==> src/rtl/rcwc_pkg.sv <==
// ----------------------------------------------------------------------------
// rcwc_pkg
// Shared types and constants for the Reno congestion window controller.
// ----------------------------------------------------------------------------
package rcwc_pkg;

  localparam int SeqW      = 8;
  localparam int WinW      = 5;
  localparam int TmrW      = 16;
  localparam int DupW      = 8;
  localparam int CredW     = 5;
  localparam int CfgIdxW   = 2;
  localparam int CfgDataW  = 16;

  localparam int WindowMax = 16;
  localparam int AdvMax    = 2 * WindowMax;

  localparam logic [TmrW-1:0] TimeoutReset   = TmrW'(1000);
  localparam logic [WinW-1:0] ThresholdReset = WinW'(6);
  localparam logic [WinW-1:0] ThresholdMin   = WinW'(2);
  localparam logic [DupW-1:0] DupTrigger     = DupW'(3);

  typedef enum logic {
    OpAck  = 1'b0,
    OpTick = 1'b1
  } op_e;

  typedef enum logic [1:0] {
    PhaseSlowStart = 2'd0,
    PhaseAvoid     = 2'd1,
    PhaseFastRec   = 2'd2,
    PhaseTimeout   = 2'd3
  } phase_e;

  typedef enum logic [CfgIdxW-1:0] {
    CfgTimeoutTicks = 2'd0,
    CfgInitThresh   = 2'd1
  } cfg_idx_e;

  typedef struct packed {
    op_e             opcode;
    logic [SeqW-1:0] ack_number;
  } ev_t;

  typedef struct packed {
    logic [SeqW-1:0] window_base;
    logic [SeqW-1:0] send_limit;
    logic [WinW-1:0] cwnd;
    logic [WinW-1:0] threshold;
    logic            retransmit;
    phase_e          phase;
  } res_t;

  typedef struct packed {
    logic                valid;
    logic [CfgIdxW-1:0]  index;
    logic [CfgDataW-1:0] data;
  } cfg_wr_t;

endpackage

==> src/rtl/rcwc_in_stage.sv <==
// ----------------------------------------------------------------------------
// rcwc_in_stage
// Input register: holds one event word until the update stage takes it.
// ----------------------------------------------------------------------------
module rcwc_in_stage (
  input  logic          clk_i,
  input  logic          rst_ni,
  input  logic          in_valid_i,
  output logic          in_ready_o,
  input  rcwc_pkg::ev_t ev_i,
  input  logic          advance_i,
  output logic          fire_o,
  output rcwc_pkg::ev_t ev_o
);
  import rcwc_pkg::*;

  logic valid_q;
  ev_t  ev_q;

  assign fire_o     = valid_q & advance_i;
  assign in_ready_o = ~valid_q | advance_i;
  assign ev_o       = ev_q;

  always_ff @(posedge clk_i or negedge rst_ni) begin
    if (!rst_ni) begin
      valid_q <= 1'b0;
    end else if (in_ready_o) begin
      valid_q <= in_valid_i;
    end
  end

  always_ff @(posedge clk_i) begin
    if (in_valid_i && in_ready_o) begin
      ev_q <= ev_i;
    end
  end

endmodule

==> src/rtl/rcwc_update.sv <==
// ----------------------------------------------------------------------------
// rcwc_update
// Window state registers and the single-pass next-state logic per event.
// ----------------------------------------------------------------------------
module rcwc_update (
  input  logic              clk_i,
  input  logic              rst_ni,
  input  logic              fire_i,
  input  rcwc_pkg::ev_t     ev_i,
  input  rcwc_pkg::cfg_wr_t cfg_i,
  output rcwc_pkg::res_t    res_o
);
  import rcwc_pkg::*;

  localparam logic [WinW-1:0]  WinMax  = WinW'(WindowMax);
  localparam logic [SeqW-1:0]  AdvLim  = SeqW'(AdvMax);
  localparam logic [DupW-1:0]  DupSat  = {DupW{1'b1}};
  localparam logic [CredW-1:0] CredSat = {CredW{1'b1}};
  localparam logic [TmrW-1:0]  TmrSat  = {TmrW{1'b1}};

  logic [TmrW-1:0]  timeout_q;
  logic [WinW-1:0]  win_q, win_d;
  logic [WinW-1:0]  thr_q, thr_d;
  logic [SeqW-1:0]  base_q, base_d;
  logic [SeqW-1:0]  last_q, last_d;
  logic             lastv_q, lastv_d;
  logic [DupW-1:0]  dup_q, dup_d;
  logic [CredW-1:0] cred_q, cred_d;
  logic             tof_q, tof_d;
  logic [TmrW-1:0]  tmr_q, tmr_d;
  logic             resend;

  logic [TmrW-1:0]  limit;
  logic [TmrW-1:0]  tmr_inc;
  logic [WinW-1:0]  halved;
  logic [WinW-1:0]  grown;
  logic [SeqW-1:0]  adv_dist;
  logic             adv_ok;
  logic             is_dup;
  logic [DupW-1:0]  dup_n;
  logic [CredW-1:0] cred_n;
  logic [WinW-1:0]  cfg_thr;
  phase_e           phase;

  assign limit    = (timeout_q == '0) ? TmrW'(1) : timeout_q;
  assign tmr_inc  = (tmr_q == TmrSat) ? tmr_q : tmr_q + TmrW'(1);
  assign halved   = ((win_q >> 1) > ThresholdMin) ? (win_q >> 1) : ThresholdMin;
  assign grown    = (win_q < WinMax) ? win_q + WinW'(1) : win_q;
  assign adv_dist = ev_i.ack_number - base_q;
  assign adv_ok   = (adv_dist != '0) && (adv_dist <= AdvLim);
  assign is_dup   = lastv_q && (ev_i.ack_number == last_q);
  assign dup_n    = is_dup ? ((dup_q == DupSat) ? dup_q : dup_q + DupW'(1)) : DupW'(1);
  assign cred_n   = (cred_q == CredSat) ? cred_q : cred_q + CredW'(1);
  assign cfg_thr  = (cfg_i.data[WinW-1:0] < ThresholdMin) ? ThresholdMin
                                                          : cfg_i.data[WinW-1:0];

  always_comb begin
    win_d   = win_q;
    thr_d   = thr_q;
    base_d  = base_q;
    last_d  = last_q;
    lastv_d = lastv_q;
    dup_d   = dup_q;
    cred_d  = cred_q;
    tof_d   = tof_q;
    tmr_d   = tmr_q;
    resend  = 1'b0;
    unique case (ev_i.opcode)
      OpTick: begin
        tmr_d = tmr_inc;
        if (tmr_inc >= limit) begin
          thr_d  = halved;
          win_d  = WinW'(1);
          dup_d  = DupW'(1);
          cred_d = '0;
          tmr_d  = '0;
          tof_d  = 1'b1;
          resend = 1'b1;
        end
      end
      OpAck: begin
        dup_d = dup_n;
        if (!is_dup && dup_q >= DupTrigger) begin
          // new ack closes recovery: deflate to threshold
          if (adv_ok) begin
            base_d = ev_i.ack_number;
            tmr_d  = '0;
          end
          win_d = thr_q;
          tof_d = 1'b0;
        end else if (is_dup && dup_n == DupTrigger) begin
          // fast retransmit; timeout flag stays as it is
          thr_d  = halved;
          cred_d = '0;
          tmr_d  = '0;
          resend = 1'b1;
        end else begin
          if (dup_n > DupTrigger) begin
            win_d = grown;
          end else if (adv_ok) begin
            if (win_q <= thr_q) begin
              win_d = grown;
            end else if (cred_n >= win_q && win_q < WinMax) begin
              win_d  = win_q + WinW'(1);
              cred_d = '0;
            end else begin
              cred_d = cred_n;
            end
            base_d = ev_i.ack_number;
            tmr_d  = '0;
          end
          tof_d = 1'b0;
        end
        last_d  = ev_i.ack_number;
        lastv_d = 1'b1;
      end
      default: ;
    endcase
  end

  always_comb begin
    priority if (tof_d) begin
      phase = PhaseTimeout;
    end else if (dup_d >= DupTrigger) begin
      phase = PhaseFastRec;
    end else if (win_d <= thr_d) begin
      phase = PhaseSlowStart;
    end else begin
      phase = PhaseAvoid;
    end
  end

  assign res_o.window_base = base_d;
  assign res_o.send_limit  = base_d + {{(SeqW-WinW){1'b0}}, win_d};
  assign res_o.cwnd        = win_d;
  assign res_o.threshold   = thr_d;
  assign res_o.retransmit  = resend;
  assign res_o.phase       = phase;

  always_ff @(posedge clk_i or negedge rst_ni) begin
    if (!rst_ni) begin
      timeout_q <= TimeoutReset;
      win_q     <= WinW'(1);
      thr_q     <= ThresholdReset;
      base_q    <= '0;
      last_q    <= '0;
      lastv_q   <= 1'b0;
      dup_q     <= DupW'(1);
      cred_q    <= '0;
      tof_q     <= 1'b0;
      tmr_q     <= '0;
    end else if (fire_i) begin
      win_q   <= win_d;
      thr_q   <= thr_d;
      base_q  <= base_d;
      last_q  <= last_d;
      lastv_q <= lastv_d;
      dup_q   <= dup_d;
      cred_q  <= cred_d;
      tof_q   <= tof_d;
      tmr_q   <= tmr_d;
    end else if (cfg_i.valid) begin
      unique case (cfg_i.index)
        CfgTimeoutTicks: timeout_q <= cfg_i.data[TmrW-1:0];
        CfgInitThresh:   thr_q     <= cfg_thr;
        default: ;
      endcase
    end
  end

endmodule

==> src/rtl/rcwc_out_stage.sv <==
// ----------------------------------------------------------------------------
// rcwc_out_stage
// Result register: holds one result word until the consumer takes it.
// ----------------------------------------------------------------------------
module rcwc_out_stage (
  input  logic           clk_i,
  input  logic           rst_ni,
  input  logic           load_i,
  input  rcwc_pkg::res_t res_i,
  output logic           free_o,
  output logic           out_valid_o,
  input  logic           out_ready_i,
  output rcwc_pkg::res_t res_o
);
  import rcwc_pkg::*;

  logic valid_q;
  res_t res_q;

  assign free_o      = ~valid_q | out_ready_i;
  assign out_valid_o = valid_q;
  assign res_o       = res_q;

  always_ff @(posedge clk_i or negedge rst_ni) begin
    if (!rst_ni) begin
      valid_q <= 1'b0;
    end else if (free_o) begin
      valid_q <= load_i;
    end
  end

  always_ff @(posedge clk_i) begin
    if (load_i) begin
      res_q <= res_i;
    end
  end

endmodule

==> src/rtl/reno_congestion_window_controller_core.sv <==
// ----------------------------------------------------------------------------
// reno_congestion_window_controller_core
// Reno-style sender window controller driven by ack and timer-tick events.
// ----------------------------------------------------------------------------
//  channel | direction | handshake              | payload
//  --------+-----------+------------------------+-------------------------------
//  in      | input     | in_valid_i/in_ready_o  | opcode_i, ack_number_i
//  out     | output    | out_valid_o/out_ready_i| window_base_o .. phase_o
//  cfg     | input     | cfg_valid_i/cfg_ready_o| cfg_index_i, cfg_data_i
//
// One event word per cycle while the output drains; the result word is valid
// in the cycle after the edge that moves the word out of the input register
// (input register, then state update into the result register).
// The state update is a single pass of compares and small adds per event.
// Reset loads timeout 1000 ticks, threshold 6, window 1, base 0.
// A stalled output holds its word; the input side keeps taking words while
// the result register is free or being drained in the same cycle. A register
// write waits while an event word is being processed.
// ----------------------------------------------------------------------------
module reno_congestion_window_controller_core (
  input  logic                            clk_i,
  input  logic                            rst_ni,
  input  logic                            in_valid_i,
  output logic                            in_ready_o,
  input  logic                            opcode_i,
  input  logic [rcwc_pkg::SeqW-1:0]       ack_number_i,
  input  logic                            cfg_valid_i,
  output logic                            cfg_ready_o,
  input  logic [rcwc_pkg::CfgIdxW-1:0]    cfg_index_i,
  input  logic [rcwc_pkg::CfgDataW-1:0]   cfg_data_i,
  output logic                            out_valid_o,
  input  logic                            out_ready_i,
  output logic [rcwc_pkg::SeqW-1:0]       window_base_o,
  output logic [rcwc_pkg::SeqW-1:0]       send_limit_o,
  output logic [rcwc_pkg::WinW-1:0]       cwnd_o,
  output logic [rcwc_pkg::WinW-1:0]       threshold_o,
  output logic                            retransmit_o,
  output logic [1:0]                      phase_o
);
  import rcwc_pkg::*;

  ev_t     ev_in, ev_held;
  res_t    res_next, res_out;
  cfg_wr_t cfg_wr;
  logic    fire;
  logic    out_free;

  assign ev_in.opcode     = op_e'(opcode_i);
  assign ev_in.ack_number = ack_number_i;

  // hold a register write while an event updates the state
  assign cfg_ready_o  = ~fire;
  assign cfg_wr.valid = cfg_valid_i;
  assign cfg_wr.index = cfg_index_i;
  assign cfg_wr.data  = cfg_data_i;

  rcwc_in_stage u_in (
    .clk_i      (clk_i),
    .rst_ni     (rst_ni),
    .in_valid_i (in_valid_i),
    .in_ready_o (in_ready_o),
    .ev_i       (ev_in),
    .advance_i  (out_free),
    .fire_o     (fire),
    .ev_o       (ev_held)
  );

  rcwc_update u_upd (
    .clk_i  (clk_i),
    .rst_ni (rst_ni),
    .fire_i (fire),
    .ev_i   (ev_held),
    .cfg_i  (cfg_wr),
    .res_o  (res_next)
  );

  rcwc_out_stage u_out (
    .clk_i       (clk_i),
    .rst_ni      (rst_ni),
    .load_i      (fire),
    .res_i       (res_next),
    .free_o      (out_free),
    .out_valid_o (out_valid_o),
    .out_ready_i (out_ready_i),
    .res_o       (res_out)
  );

  assign window_base_o = res_out.window_base;
  assign send_limit_o  = res_out.send_limit;
  assign cwnd_o        = res_out.cwnd;
  assign threshold_o   = res_out.threshold;
  assign retransmit_o  = res_out.retransmit;
  assign phase_o       = res_out.phase;

endmodule

==> config.mk <==
export PLATFORM = sky130hd
export DESIGN_NAME = reno_congestion_window_controller_core
export DESIGN_NICKNAME = d
export VERILOG_FILES = /design/src/rtl/rcwc_pkg.sv /design/src/rtl/rcwc_in_stage.sv /design/src/rtl/rcwc_update.sv /design/src/rtl/rcwc_out_stage.sv /design/src/rtl/reno_congestion_window_controller_core.sv
export SDC_FILE = /design/constraint.sdc
export NUM_CORES = 1
export LEC_CHECK = 0
export BUFFER_PORTS_ARGS = -buffer_cell sky130_fd_sc_hd__buf_2
export CORE_MARGIN = 2
export CORE_UTILIZATION = 60
export CTS_CLUSTER_DIAMETER = 120
export DETAILED_ROUTE_END_ITERATION = 12
export GPL_TIMING_DRIVEN = 0
export PLACE_DENSITY = 0.8
export SETUP_SLACK_MARGIN = 0.1
export SLEW_MARGIN = 30
export SYNTH_ARGS = -nofsm -noshare
export SYNTH_HDL_FRONTEND = slang
export SYNTH_SLANG_ARGS = --single-unit
==> constraint.sdc <==
create_clock -name clk_i -period 5.8 [get_ports clk_i]
set_input_delay 0.58 -clock clk_i [delete_from_list [all_inputs] [get_ports clk_i]]
set_output_delay 0.58 -clock clk_i [all_outputs]
set_load 0.02 [all_outputs]
==> key figures <==
Outcome
  – Status: finished, final reports clean

Synthesis
  – Cell accounting for the most synthesized area: dfrtp_1
  – Async SR Flop Fraction: around two thirds
  – Sequential-to-total area share from yosys stat: between 40% and 50%
  – Synth Flop Type: dfrtp_1
  – Number of distinct library cells after synthesis: 69
  – Dominant cells by area after synthesis: dfrtp_1, edfxtp_1, ha_1, o21ai_0, a21oi_1
  – Synthesized cell area: about 6800 sq um
  – Cells after synthesis: about 710
  – EDFF count, synth: 38
  – Yosys warns: 0
  – Post-synthesis register bit count: around 110
  – Syn Nets: 792
  – Post-synth top area share: between 20% and 30%
  – Syn avg cell area: roughly 9.5 sq um

Flow run
  – Max Cap Violations: 0

Global route
  – Largest net degree at the start of global routing: 40
  – Global-route wire length before repair: 27.3 mm
  – Vias in the first global route: 5501
  – Initial antenna violation count: 0
  – All-Layer GR Usage: roughly 30%
  – GR Overflow Total: 0

Critical path
  – Crit path top cell by count: a21oi_1
  – Max FO, Critical Path: 10
  – Critical Path Sink Type: register
  – Worst Path Class, Setup: register to register
  – Startpoint Class: register
  – CP Data Required Time: ~6000 ps
  – Slowest CP cell: ha_1
  – WP data arrival: about 5600 ps
  – Worst path max stage delay: between 300 and 400 ps

Placement
  – Placed wire-length estimate: 12.3 mm
  – Setup WS pre-CTS: -392 ps
  – Final Wtd Congestion: 0.958
  – Number of port buffers: 63

Die
  – Die X: 110 um
  – Die area: ~12000 sq um
  – Initial Util: about three fifths
  – Chip height: between 100 and 150 um
  – Ports: 64
  – Row count: 38
  – Core ar.: 10900 sq um

Routing
  – Drt wl/cell: ~18 um
  – Drt total wl: about 17 mm
  – DR vias: 5689
  – Initial DRC count: roughly 460
  – Residual DRC: 0
  – Post-route antenna net violation count: 0
  – Vias/cell: about 6.0
  – Pre-antenna DRT Iters: 6

Clock network
  – Clk buf depth: 2
  – TritonCTS clock tree: done
  – Clk root buf: clkbuf_16
  – H-Tree Level Count: 4
  – Inserted Clock Buffers: 17
  – Reg clk slew, reported paths: about 60 ps
  – Hold-fix buffers, CTS: 0
  – Clock latency on the worst-skew pair: between 400 and 500 ps
  – Clock sink count: ~110

STA
  – Final period util: between 90 and 100%
  – Fmax: 185 MHz
  – Hold Slack: between 100 and 150 ps
  – Final Hold Viols: 0
  – Final WS setup: 390 ps
  – Final setup fails: 0
  – Crit path time final: 5410 ps
  – Worst Skew: ~9.4 ps
  – Fin. max-slew vios: 0
  – RSZ-0062 raised after global routing: true
  – Slew Limit Headroom: a little under two fifths
  – Slew @ Worst Pin: just over 900 ps
  – Fin Setup TNS: 0 ps

Layout
  – Nets: between 800 and 900
  – Area growth syn-to-layout: 18.7%
  – Antenna cells: 0
  – Most frequent cells in the layout: nand2_1, buf_2, o21ai_0
  – Share of post-route cells with drive strength above 1: between 10% and 20%
  – Final design utilization: 73.5%

Power
  – Max VDD drop: between 0.3 and 0.4 mV
  – Pwr dens: 485 nW/um^2
  – Leak: roughly 3.7 nW

Hold path
  – Worst hold path class: primary input to async pin
==> per-stage QoR <==
stage	total power, mW	instance area, sq um	std cells
finish	3.89	8040	955
global route	4.13	8040	955
CTS	3.86	7980	949
detailed placement	2.71	7310	916
global placement	2.62	7260	914
floorplan	2.29	6770	711
==> area by class of cell <==
cell class	instances	area, sq um
multi-input cells	516	3450
flip-flops and latches	113	3030
fillers	800	2900
clock buffers	19	443
repair buffers	72	418
inverters	59	221
clock inverters	13	185
well taps	140	175
plain buffers	23	110
==> Yosys cell counts, types with 10 or more instances <==
cell type  number
a21oi_1        55
a22o_1         11
clkbuf_1       16
dfrtp_1        65
dfstp_2        10
edfxtp_1       38
ha_1           48
inv_1          59
mux2_2         14
nand2_1        67
nand2b_1       13
nand3_1        21
nand4_1        11
nor2_1         52
o21ai_0        66
xnor2_1        22
xor2_1         11
==> layer usage <==
layer | track usage, % | share of wire, %
met1 | 39.3 | 44
met3 | 5.23 | 6.1
met4 | 11.5 | 2.3
met5 | 0 | 0
met2 | 48.1 | 47
==> path summary, 6_finish.rpt <==
check / end / depth (start not counted) / startpoint / slack, ps
setup / recovery: u_out.res_o[20] / 28 / u_upd.tmr_q[4] / 390
hold / removal: u_upd.cred_q[3] / 1 / rst_ni / 130
setup reg to reg: u_out.res_o[20] / 28 / u_upd.tmr_q[4] / 390
hold reg to reg: u_upd.lastv_q / 1 / u_upd.lastv_q / 480
max in group asynchronous: u_upd.dup_q[0] / 2 / rst_ni / 5040
min in group clk_i: u_in.ev_o[8] / 1 / opcode_i / 340
==> sequential cells by signal (all words and copies together), names as in the netlist <==
signal / flops
u_in.ev_o: 9
u_upd.tof_q: 1
u_upd.base_q: 8
u_out.out_valid_o: 1
u_out.res_o: 29
u_in.valid_q: 1
u_upd.cred_q: 5
u_upd.timeout_q: 16
u_upd.lastv_q: 1
u_upd.thr_q: 5
u_upd.win_q: 5
u_upd.tmr_q: 16
u_upd.dup_q: 8
u_upd.last_q: 8
==> kinds of logic after synthesis <==
logic type / Yosys count / synth area share (%)
AO/OA/AOI/OAI: 190 / 17.8
flip-flops: 113 / 44.8
AND/OR/NAND/NOR: 225 / 16.2
multiplexers: 19 / 3.07
XOR/XNOR: 33 / 4.27
buffers and inverters: 82 / 4.71
adder cells (fa/ha/maj): 49 / 9.17
==> worst max-delay path, delay by kind of cell (launching register included) <==
| kind | cells | cell delay [ps] |
|---|---|---|
| adders and majority gates | 2 | 640 |
| and+or+nand+nor | 10 | 1420 |
| DFF | 1 | 320 |
| buffers and inverters | 4 | 660 |
| AOI/OAI and AO/OA | 10 | 1820 |
| xor gates and xnor gates | 2 | 290 |
==> where the power goes <==
| group | switching, mW | internal (mW) |
|---|---|---|
| clock network | 0.385 | 0.730 |
| logic | 0.944 | 0.620 |
| registers | 0.132 | 1.08 |
| total | 1.46 | 2.43 |
==> what timing repair did <==
item                       CTS  global route
setup buffers                1             6
setup endpoints to repair    6             5
pin swaps                    1             4
resized for setup            9             8
(Power assumes the default switching activity.)
